### config.mk
export PLATFORM = sky130hd
export DESIGN_NAME = feature_lock_table_flat
export DESIGN_NICKNAME = d
export VERILOG_FILES = /design/src/design/flt_pkg.sv /design/src/design/flt_req_if.sv /design/src/design/flt_rsp_if.sv /design/src/design/flt_ram.sv /design/src/design/flt_ctrl.sv /design/src/design/flt_datapath.sv /design/src/design/feature_lock_table.sv /design/src/flat_wrapper.sv
export VERILOG_INCLUDE_DIRS = /design/src /design/src/design
export SDC_FILE = /design/constraint.sdc
export NUM_CORES = 2
export LEC_CHECK = 0
export BUFFER_PORTS_ARGS = -buffer_cell sky130_fd_sc_hd__buf_2
export CAP_MARGIN = 25
export CORE_ASPECT_RATIO = 1.75
export CORE_MARGIN = 2
export CORE_UTILIZATION = 55
export DETAILED_ROUTE_END_ITERATION = 6
export GPL_TIMING_DRIVEN = 0
export PLACE_DENSITY = 0.69
export SLEW_MARGIN = 10
export SYNTH_ARGS = -nofsm -noshare
export SYNTH_HDL_FRONTEND = slang
export SYNTH_SLANG_ARGS = --single-unit
export TNS_END_PERCENT = 10
### constraint.sdc
create_clock -name clk -period 5.87 [get_ports clk]
set_input_delay 0 -clock clk [delete_from_list [all_inputs] [get_ports clk]]
set_output_delay 0 -clock clk [all_outputs]
set_load 0.01 [all_outputs]
### src/design/feature_lock_table_assert.svh
`ifndef FEATURE_LOCK_TABLE_ASSERT_SVH
`define FEATURE_LOCK_TABLE_ASSERT_SVH

// next-cycle implication, checked outside reset
`define FLT_ASSERT_NEXT(name, pre, post) \
    name: assert property (@(posedge clk) disable iff (!rst_n) (pre) |=> (post)) \
        else $error("flt check failed: next-cycle rule");

// same-cycle implication, checked outside reset
`define FLT_ASSERT_NOW(name, pre, post) \
    name: assert property (@(posedge clk) disable iff (!rst_n) (pre) |-> (post)) \
        else $error("flt check failed: same-cycle rule");

`endif

### src/design/flt_pkg.sv
package flt_pkg;

    localparam int TABLE_ENTRIES = 64;
    localparam int FEATURE_BITS  = 32;

    localparam int IDX_W     = $clog2(TABLE_ENTRIES);
    localparam int CMD_W     = 2;
    localparam int OWNER_W   = 8;
    localparam int COMP_W    = 16;
    localparam int FMASK_W   = 32;
    localparam int STATUS_W  = 3;
    localparam int MASK_W    = (FEATURE_BITS < FMASK_W) ? FEATURE_BITS : FMASK_W;
    localparam int ENTRY_W   = OWNER_W + COMP_W + MASK_W;

    localparam logic [CMD_W-1:0] CMD_LOCK    = 2'd0;
    localparam logic [CMD_W-1:0] CMD_UNLOCK  = 2'd1;
    localparam logic [CMD_W-1:0] CMD_RELEASE = 2'd2;
    localparam logic [CMD_W-1:0] CMD_BAD     = 2'd3;

    localparam logic [STATUS_W-1:0] ST_OK        = 3'd0;
    localparam logic [STATUS_W-1:0] ST_BUSY      = 3'd1;
    localparam logic [STATUS_W-1:0] ST_FULL      = 3'd2;
    localparam logic [STATUS_W-1:0] ST_NOT_FOUND = 3'd3;
    localparam logic [STATUS_W-1:0] ST_BAD_CMD   = 3'd4;

    typedef struct packed {
        logic [OWNER_W-1:0] owner;
        logic [COMP_W-1:0]  component;
        logic [MASK_W-1:0]  mask;
    } flt_entry_t;

    // controller to datapath
    typedef struct packed {
        logic             load;
        logic             rd_en;
        logic [IDX_W-1:0] rd_addr;
        logic             commit;
    } flt_cmd_t;

    // datapath to controller
    typedef struct packed {
        logic out_busy;
    } flt_stat_t;

endpackage

### src/design/flt_req_if.sv
interface flt_req_if import flt_pkg::*; ();
    logic                 valid;
    logic                 ready;
    logic [CMD_W-1:0]     cmd;
    logic [OWNER_W-1:0]   owner;
    logic [COMP_W-1:0]    component;
    logic [FMASK_W-1:0]   feature_mask;

    modport source (output valid, output cmd, output owner, output component,
                    output feature_mask, input ready);
    modport sink   (input valid, input cmd, input owner, input component,
                    input feature_mask, output ready);
endinterface

### src/design/flt_rsp_if.sv
interface flt_rsp_if import flt_pkg::*; ();
    logic                valid;
    logic                ready;
    logic [STATUS_W-1:0] status;
    logic [FMASK_W-1:0]  held_mask;

    modport source (output valid, output status, output held_mask, input ready);
    modport sink   (input valid, input status, input held_mask, output ready);
endinterface

### src/design/flt_ram.sv
module flt_ram #(
    parameter int WIDTH = 8,
    parameter int DEPTH = 64
) (
    input  logic                     clk,
    input  logic                     we,
    input  logic [$clog2(DEPTH)-1:0] waddr,
    input  logic [WIDTH-1:0]         wdata,
    input  logic                     re,
    input  logic [$clog2(DEPTH)-1:0] raddr,
    output logic [WIDTH-1:0]         rdata
);

    logic [WIDTH-1:0] mem [DEPTH];
    logic [WIDTH-1:0] rdata_reg;

    always_ff @(posedge clk)
    begin
        if (we)
        begin
            mem[waddr] <= wdata;
        end
        if (re)
        begin
            rdata_reg <= mem[raddr];
        end
    end

    assign rdata = rdata_reg;

endmodule

### src/design/flt_ctrl.sv
module flt_ctrl import flt_pkg::*; (
    input  logic      clk,
    input  logic      rst_n,
    input  logic      req_valid,
    output logic      req_ready,
    output flt_cmd_t  ctl,
    input  flt_stat_t st
);

    localparam logic [1:0] S_IDLE   = 2'd0;
    localparam logic [1:0] S_SCAN   = 2'd1;
    localparam logic [1:0] S_UPDATE = 2'd2;

    localparam logic [IDX_W:0] CNT_LAST = (IDX_W + 1)'(TABLE_ENTRIES);
    localparam logic [IDX_W:0] CNT_ONE  = (IDX_W + 1)'(1);

    logic [1:0]     state_reg, state_next;
    logic [IDX_W:0] cnt_reg, cnt_next;

    always_ff @(posedge clk or negedge rst_n)
    begin
        if (!rst_n)
        begin
            state_reg <= S_IDLE;
            cnt_reg   <= '0;
        end
        else
        begin
            state_reg <= state_next;
            cnt_reg   <= cnt_next;
        end
    end

    always_comb
    begin
        state_next  = state_reg;
        cnt_next    = cnt_reg;
        req_ready   = 1'b0;
        ctl.load    = 1'b0;
        ctl.rd_en   = 1'b0;
        ctl.rd_addr = cnt_reg[IDX_W-1:0];
        ctl.commit  = 1'b0;
        unique case (state_reg)
            S_IDLE:
            begin
                req_ready = 1'b1;
                if (req_valid)
                begin
                    ctl.load   = 1'b1;
                    cnt_next   = '0;
                    state_next = S_SCAN;
                end
            end
            S_SCAN:
            begin
                // reads for every entry, then holds here without a read for the last compare
                if (cnt_reg == CNT_LAST)
                begin
                    state_next = S_UPDATE;
                end
                else
                begin
                    ctl.rd_en = 1'b1;
                    cnt_next  = cnt_reg + CNT_ONE;
                end
            end
            S_UPDATE:
            begin
                if (!st.out_busy)
                begin
                    ctl.commit = 1'b1;
                    state_next = S_IDLE;
                end
            end
            default:
            begin
                state_next = S_IDLE;
            end
        endcase
    end

endmodule

### src/design/flt_datapath.sv
module flt_datapath import flt_pkg::*; (
    input  logic                clk,
    input  logic                rst_n,
    input  flt_cmd_t            ctl,
    output flt_stat_t           st,
    input  logic [CMD_W-1:0]    cmd,
    input  logic [OWNER_W-1:0]  owner,
    input  logic [COMP_W-1:0]   component,
    input  logic [FMASK_W-1:0]  feature_mask,
    output logic                rsp_valid,
    input  logic                rsp_ready,
    output logic [STATUS_W-1:0] rsp_status,
    output logic [FMASK_W-1:0]  rsp_held_mask
);

    // request word
    logic [CMD_W-1:0]   cmd_reg;
    logic [OWNER_W-1:0] owner_reg;
    logic [COMP_W-1:0]  comp_reg;
    logic [MASK_W-1:0]  req_reg;

    logic [TABLE_ENTRIES-1:0] valid_reg, valid_next;

    // scan results
    logic              cmp_en_reg;
    logic [IDX_W-1:0]  cmp_idx_reg;
    logic              busy_reg, busy_next;
    logic              mine_found_reg, mine_found_next;
    logic [IDX_W-1:0]  mine_idx_reg, mine_idx_next;
    logic [MASK_W-1:0] mine_mask_reg, mine_mask_next;
    logic              free_found_reg, free_found_next;
    logic [IDX_W-1:0]  free_idx_reg, free_idx_next;

    // result word
    logic                out_valid_reg, out_valid_next;
    logic [STATUS_W-1:0] out_status_reg;
    logic [MASK_W-1:0]   out_held_reg;

    flt_entry_t        rd_ent;
    flt_entry_t        wr_ent;
    logic [ENTRY_W-1:0] rd_data;
    logic              wr_en;
    logic [IDX_W-1:0]  wr_idx;
    logic              ent_valid;
    logic              comp_hit;
    logic              set_valid, clr_valid;
    logic [STATUS_W-1:0] res_status;
    logic [MASK_W-1:0]   res_held;
    logic [MASK_W-1:0]   new_mask;

    flt_ram #(
        .WIDTH (ENTRY_W),
        .DEPTH (TABLE_ENTRIES)
    ) u_ram (
        .clk   (clk),
        .we    (wr_en),
        .waddr (wr_idx),
        .wdata (wr_ent),
        .re    (ctl.rd_en),
        .raddr (ctl.rd_addr),
        .rdata (rd_data)
    );

    assign rd_ent    = flt_entry_t'(rd_data);
    assign ent_valid = valid_reg[cmp_idx_reg];
    assign comp_hit  = ent_valid && (rd_ent.component == comp_reg);

    // scan compare, one entry per cycle
    always_comb
    begin
        busy_next       = busy_reg;
        mine_found_next = mine_found_reg;
        mine_idx_next   = mine_idx_reg;
        mine_mask_next  = mine_mask_reg;
        free_found_next = free_found_reg;
        free_idx_next   = free_idx_reg;
        if (ctl.load)
        begin
            busy_next       = 1'b0;
            mine_found_next = 1'b0;
            free_found_next = 1'b0;
        end
        else if (cmp_en_reg)
        begin
            if (comp_hit && ((rd_ent.mask & req_reg) != '0))
            begin
                busy_next = 1'b1;
            end
            if (comp_hit && (rd_ent.owner == owner_reg) && !mine_found_reg)
            begin
                mine_found_next = 1'b1;
                mine_idx_next   = cmp_idx_reg;
                mine_mask_next  = rd_ent.mask;
            end
            if (!ent_valid && !free_found_reg)
            begin
                free_found_next = 1'b1;
                free_idx_next   = cmp_idx_reg;
            end
        end
    end

    // decision at the end of the scan
    always_comb
    begin
        wr_en      = 1'b0;
        wr_idx     = mine_idx_reg;
        wr_ent     = '{owner: owner_reg, component: comp_reg, mask: req_reg};
        set_valid  = 1'b0;
        clr_valid  = 1'b0;
        res_status = ST_OK;
        res_held   = '0;
        new_mask   = mine_mask_reg | req_reg;
        unique case (cmd_reg)
            CMD_LOCK:
            begin
                if (busy_reg)
                begin
                    res_status = ST_BUSY;
                    res_held   = mine_found_reg ? mine_mask_reg : '0;
                end
                else if (mine_found_reg)
                begin
                    wr_en       = 1'b1;
                    wr_ent.mask = new_mask;
                    res_held    = new_mask;
                end
                else if (free_found_reg)
                begin
                    wr_en     = 1'b1;
                    wr_idx    = free_idx_reg;
                    set_valid = 1'b1;
                    res_held  = req_reg;
                end
                else
                begin
                    res_status = ST_FULL;
                end
            end
            CMD_UNLOCK:
            begin
                new_mask = mine_mask_reg & ~req_reg;
                if (mine_found_reg)
                begin
                    wr_en       = 1'b1;
                    wr_ent.mask = new_mask;
                    res_held    = new_mask;
                    clr_valid   = (new_mask == '0);
                end
                else
                begin
                    res_status = ST_NOT_FOUND;
                end
            end
            CMD_RELEASE:
            begin
                res_status = ST_OK;
            end
            CMD_BAD:
            begin
                res_status = ST_BAD_CMD;
            end
            default:
            begin
                res_status = ST_BAD_CMD;
            end
        endcase
        wr_en = wr_en && ctl.commit;
    end

    always_comb
    begin
        valid_next = valid_reg;
        // release drops every entry of the owner while scanning
        if (cmp_en_reg && (cmd_reg == CMD_RELEASE) && ent_valid &&
            (rd_ent.owner == owner_reg))
        begin
            valid_next[cmp_idx_reg] = 1'b0;
        end
        if (ctl.commit && set_valid)
        begin
            valid_next[wr_idx] = 1'b1;
        end
        if (ctl.commit && clr_valid)
        begin
            valid_next[wr_idx] = 1'b0;
        end
    end

    always_comb
    begin
        out_valid_next = out_valid_reg;
        if (ctl.commit)
        begin
            out_valid_next = 1'b1;
        end
        else if (rsp_ready)
        begin
            out_valid_next = 1'b0;
        end
    end

    always_ff @(posedge clk or negedge rst_n)
    begin
        if (!rst_n)
        begin
            valid_reg      <= '0;
            cmp_en_reg     <= 1'b0;
            busy_reg       <= 1'b0;
            mine_found_reg <= 1'b0;
            free_found_reg <= 1'b0;
            out_valid_reg  <= 1'b0;
        end
        else
        begin
            valid_reg      <= valid_next;
            cmp_en_reg     <= ctl.rd_en;
            busy_reg       <= busy_next;
            mine_found_reg <= mine_found_next;
            free_found_reg <= free_found_next;
            out_valid_reg  <= out_valid_next;
        end
    end

    always_ff @(posedge clk)
    begin
        cmp_idx_reg   <= ctl.rd_addr;
        mine_idx_reg  <= mine_idx_next;
        mine_mask_reg <= mine_mask_next;
        free_idx_reg  <= free_idx_next;
        if (ctl.load)
        begin
            cmd_reg   <= cmd;
            owner_reg <= owner;
            comp_reg  <= component;
            req_reg   <= feature_mask[MASK_W-1:0];
        end
        if (ctl.commit)
        begin
            out_status_reg <= res_status;
            out_held_reg   <= res_held;
        end
    end

    assign st.out_busy   = out_valid_reg && !rsp_ready;
    assign rsp_valid     = out_valid_reg;
    assign rsp_status    = out_status_reg;
    assign rsp_held_mask = FMASK_W'(out_held_reg);

endmodule

### src/design/feature_lock_table.sv
// feature lock table
// req channel: one word per command (try lock, unlock, release all of owner),
// carrying owner, component and feature mask. rsp channel: one word per
// command with status and the owner's held mask after the command.
// every command walks all TABLE_ENTRIES entries of the entry memory through
// its single read port, one entry per cycle, then applies its update in the
// update state once the output register is free, loading the response word;
// a new command is taken only after that, from the cycle after the response
// is loaded, so a command is never accepted while another is in progress.
// req.ready is high only while no command is being worked on.
// the response sits in an output register; a stalled receiver does not stop
// the next command from being taken and scanned, only its final update
// waits until the register is free.
// reset clears all entry valid bits at once, so the table is empty right
// after reset with no clearing pass.
`include "feature_lock_table_assert.svh"

module feature_lock_table import flt_pkg::*; (
    input logic          clk,
    input logic          rst_n,
    flt_req_if.sink      req,
    flt_rsp_if.source    rsp
);

    flt_cmd_t  ctl;
    flt_stat_t st;
    logic      ready;

    flt_ctrl u_ctrl (
        .clk       (clk),
        .rst_n     (rst_n),
        .req_valid (req.valid),
        .req_ready (ready),
        .ctl       (ctl),
        .st        (st)
    );

    flt_datapath u_datapath (
        .clk           (clk),
        .rst_n         (rst_n),
        .ctl           (ctl),
        .st            (st),
        .cmd           (req.cmd),
        .owner         (req.owner),
        .component     (req.component),
        .feature_mask  (req.feature_mask),
        .rsp_valid     (rsp.valid),
        .rsp_ready     (rsp.ready),
        .rsp_status    (rsp.status),
        .rsp_held_mask (rsp.held_mask)
    );

    assign req.ready = ready;

    `FLT_ASSERT_NEXT(a_busy_after_accept, req.valid && req.ready, !req.ready)
    `FLT_ASSERT_NOW(a_commit_needs_room, ctl.commit, !(rsp.valid && !rsp.ready))
    `FLT_ASSERT_NOW(a_no_read_when_idle, req.ready, !ctl.rd_en && !ctl.commit)
    `FLT_ASSERT_NOW(a_status_range, rsp.valid, rsp.status <= ST_BAD_CMD)

endmodule

### src/flat_wrapper.sv
// flat-port wrapper written by rule: the top's interface ports become plain ports
module feature_lock_table_flat import flt_pkg::*;
  (clk, rst_n, req_valid, req_cmd, req_owner, req_component, req_feature_mask, req_ready, rsp_valid, rsp_status, rsp_held_mask, rsp_ready);
  flt_req_if req_i ();
  flt_rsp_if rsp_i ();
  input logic clk;
  input logic rst_n;
  input wire logic [$bits(req_i.valid)-1:0] req_valid;
  input wire logic [$bits(req_i.cmd)-1:0] req_cmd;
  input wire logic [$bits(req_i.owner)-1:0] req_owner;
  input wire logic [$bits(req_i.component)-1:0] req_component;
  input wire logic [$bits(req_i.feature_mask)-1:0] req_feature_mask;
  output wire logic [$bits(req_i.ready)-1:0] req_ready;
  output wire logic [$bits(rsp_i.valid)-1:0] rsp_valid;
  output wire logic [$bits(rsp_i.status)-1:0] rsp_status;
  output wire logic [$bits(rsp_i.held_mask)-1:0] rsp_held_mask;
  input wire logic [$bits(rsp_i.ready)-1:0] rsp_ready;
  assign req_i.valid = req_valid;
  assign req_i.cmd = req_cmd;
  assign req_i.owner = req_owner;
  assign req_i.component = req_component;
  assign req_i.feature_mask = req_feature_mask;
  assign req_ready = req_i.ready;
  assign rsp_valid = rsp_i.valid;
  assign rsp_status = rsp_i.status;
  assign rsp_held_mask = rsp_i.held_mask;
  assign rsp_i.ready = rsp_ready;
  feature_lock_table u_core (.clk(clk), .rst_n(rst_n), .req(req_i), .rsp(rsp_i));
endmodule
==> flow_metrics.env <==
export IMPL_status="finished, violations left"
export IMPL_violations="design-rule violations"
export IMPL_ctsHoldBuffers=122
export IMPL_ant_nets=0
export IMPL_post_route_period_util=0.978
export IMPL_drc=3
export IMPL_pin_count=99
export IMPL_grt_pass1_wl_mm=609
export IMPL_cp_arrival_ps=6350
export IMPL_synth_area_top_cells="edfxtp_1 76%, mux4_2 18%, dfrtp_1 1.3%"
export IMPL_finalCriticalPeriod_ps=5740
export IMPL_drive_above_1_share=0.328
export IMPL_synthFlopType="edfxtp_1"
export IMPL_cts_resized=0
export IMPL_die_area_mm2=0.275
export IMPL_ys_seq_area_frac=0.776
export IMPL_num_rows=252
export IMPL_crit_fanout=10
export IMPL_rsz0062_at_grt="false"
export IMPL_synth_top_area_cell="edfxtp_1"
export IMPL_yosys_top_cells_count="3777 x edfxtp_1, 1185 x mux4_2, 207 x clkbuf_1"
export IMPL_antenna_found_initial=35
export IMPL_cap_viol_max_count=0
export IMPL_drtIter0Drc=11200
export IMPL_track_usage=0.326
export IMPL_synthDominantCellAreaShare=0.762
export IMPL_timing_critical_path_mode_cell="buf_4"
export IMPL_critPathTopFamily="simple AND/OR/NAND/NOR gates"
export IMPL_initial_core_util=0.553
export IMPL_largest_reg_flops=3584
export IMPL_clock_fmax_mhz=174
export IMPL_crit_path_end_kind="flip-flop"
export IMPL_clock_latency_ps=940
export IMPL_cts_buffers=339
export IMPL_vias=75300
export IMPL_core_mm2=0.269
export IMPL_clock_skew_ps=65.1
export IMPL_nNetsFinal=7315
export IMPL_syn_area_mm2=0.149
export IMPL_hp_class="input pin to asynchronous set/reset pin"
export IMPL_cp_cell_sequence="clkbuf_1, or4_4, nor4b_1, o211ai_1, clkbuf_1, nor3_2, buf_4, buf_4, buf_6, buf_4, buf_4, buf_4, buf_6"
export IMPL_gp_congestion=0.981
export IMPL_cts_htree_levels=5
export IMPL_finalSetupViolations=0
export IMPL_finalMaxSlewViolations=0
export IMPL_max_stage_delay_ps=1070
export IMPL_cts_setup_buffers=0
export IMPL_synth_edf_count=3777
export IMPL_final_area_mm2=0.174
export IMPL_dp_hpwl_mm=313
export IMPL_ys_seq_elements=3861
export IMPL_root_buffer="clkbuf_16"
export IMPL_place_ws_ps=462
export IMPL_power_density_mw_per_mm2=441
export IMPL_relSlewSlack=0.156
export IMPL_fin_ws_ps=126
export IMPL_syn_inst=6260
export IMPL_ys_warnings_count=0
export IMPL_cts_clk_slew_worst_paths_ps=80
export IMPL_clockBufferDepth=4
export IMPL_clock_sinks=3861
export IMPL_cp_buffers_inverters=9
export IMPL_die_x_um=397
export IMPL_grt_max_degree=65
export IMPL_ys_types=68
export IMPL_overflow=0
export IMPL_via_per_inst=6.79
export IMPL_synth_fp_nets=6324
export IMPL_crit_slowest_cell="nor3_2"
export IMPL_async_reset_ff_frac=0.0202
export IMPL_synth_avg_cell_area_um2=23.8
export IMPL_cts_tree="done"
export IMPL_critPathKind="flip-flop to flip-flop"
export IMPL_io_buffers=98
export IMPL_grt_pass1_vias=75600
export IMPL_cp_required_ps=6470
export IMPL_area_growth_pct=16.8
export IMPL_route_detailed_wl_per_inst_um=40.2
export IMPL_drt_wl_total_mm=445
export IMPL_postPlaceCellArea_mm2=0.161
export IMPL_worstMarginPinSlew_ps=1260
export IMPL_dr_pass1_iters=7
export IMPL_leakage_nw=54.4
export IMPL_dieHeight_um=692
export IMPL_yosysMostFrequentCell="edfxtp_1"
export IMPL_start_kind="flip-flop"
export IMPL_vdd_drop_max_mv=0.280
export IMPL_hold_violations=0
==> per-stage QoR <==
stage	hold slack, ps	total power, mW	instances	setup TNS (ps)	util
after floorplan	-296	45.3	6260	-351980	-
after global placement	177	53.3	9914	-	0.571
after detailed placement	7.91	54.3	10300	0	0.599
after CTS	126	76.8	11100	0	0.644
after global routing	200	78.3	11100	0	0.645
final	174	76.6	11100	0	0.645
==> metal layers <==
metal,wire length [um],vias up,global-route usage
met1,147000,40200,0.408
met3,40100,1048,0.0501
met2,225000,5013,0.543
li1,-,29100,-
met5,63,-,0
met4,32400,8,0.197
==> placed cells by master (no fill, tap or decap), drive strengths merged, types with 7 or more instances in the layout <==
cell         Yosys  final
nand4           24     24
a21oi           71     71
xor2            15     15
mux4          1185   1185
a31oi           29     29
nor2b            7      7
clkinvlp         0     17
clkinv           1    138
o22ai           27     27
o211ai           7      7
nand2b          40     40
buf            149    677
nor4             7      7
clkbuf         207    605
edfxtp        3777   3777
dlygate4sd3      0    121
inv              9     24
mux2i            9      9
nand2           72     72
a32o            32     32
bufinv           0     39
o32ai           12     12
nor2           125    125
xnor2           14     14
nor3            82     82
dfrtp           78     78
nand3           58     58
a22oi           13     13
diode            0     13
a22o            36     36
o21ai           86     86
==> area by class of cell <==
| type | count | area, um2 |
|---|---|---|
| Clock inverter | 208 | 2150 |
| Antenna cell | 13 | 32.5 |
| Buffer | 356 | 1530 |
| Tap cell | 3556 | 4450 |
| Multi-Input combinational cell | 2033 | 32300 |
| Timing Repair Buffer | 650 | 8810 |
| Clock buffer | 397 | 8910 |
| Sequential cell | 3861 | 115000 |
| Fill cell | 17300 | 95500 |
| Inverter | 10 | 42.5 |
==> power by group <==
part           switching [mW]  total (mW)  internal [mW]
registers               0.480        31.8           31.3
logic                    12.4        22.1           9.75
clock network            10.1        22.7           12.6
total                    22.9        76.6           53.7
==> kinds of logic (layout without fill, tap and decap cells) <==
kind of cell | count (synthesis) | count (layout) | share of synthesized area
xor gates and xnor gates | 29 | 29 | 0.00171
DFF | 3861 | 3861 | 0.776
AOI/OAI and AO/OA | 348 | 348 | 0.0158
and+or+nand+nor | 455 | 455 | 0.0154
muxes | 1199 | 1199 | 0.180
buffers and inverters | 366 | 1621 | 0.0103
adders and majority gates | 2 | 2 | 0.000168
other | 0 | 13 | 0
==> final timing paths <==
path	startpoint	endpoint	slack, ps	cells after the start
setup / recovery	u_core.u_datapath.cmd_reg[0]	u_core.u_datapath.u_ram.mem[34][45]	130	13
max in group asynchronous	rst_n	u_core.u_datapath.valid_reg[60]	5390	4
setup reg to reg	u_core.u_datapath.cmd_reg[0]	u_core.u_datapath.u_ram.mem[34][45]	130	13
min in group clk	req_valid	u_core.u_datapath.busy_reg	210	5
hold / removal	rst_n	u_core.u_datapath.valid_reg[43]	170	4
hold reg to reg	u_core.u_ctrl.cnt_reg[5]	u_core.u_datapath.cmp_idx_reg[5]	380	0
==> worst reg2reg max path: stages, from the launching register on <==
cell,delay (ps)
edfxtp_1,430
clkbuf_1,240
or4_4,570
nor4b_1,690
o211ai_1,440
clkbuf_1,400
nor3_2,1070
buf_4,380
buf_4,250
buf_6,170
buf_4,200
buf_4,230
buf_4,220
buf_6,170
Power figures use the tool's default switching activity.
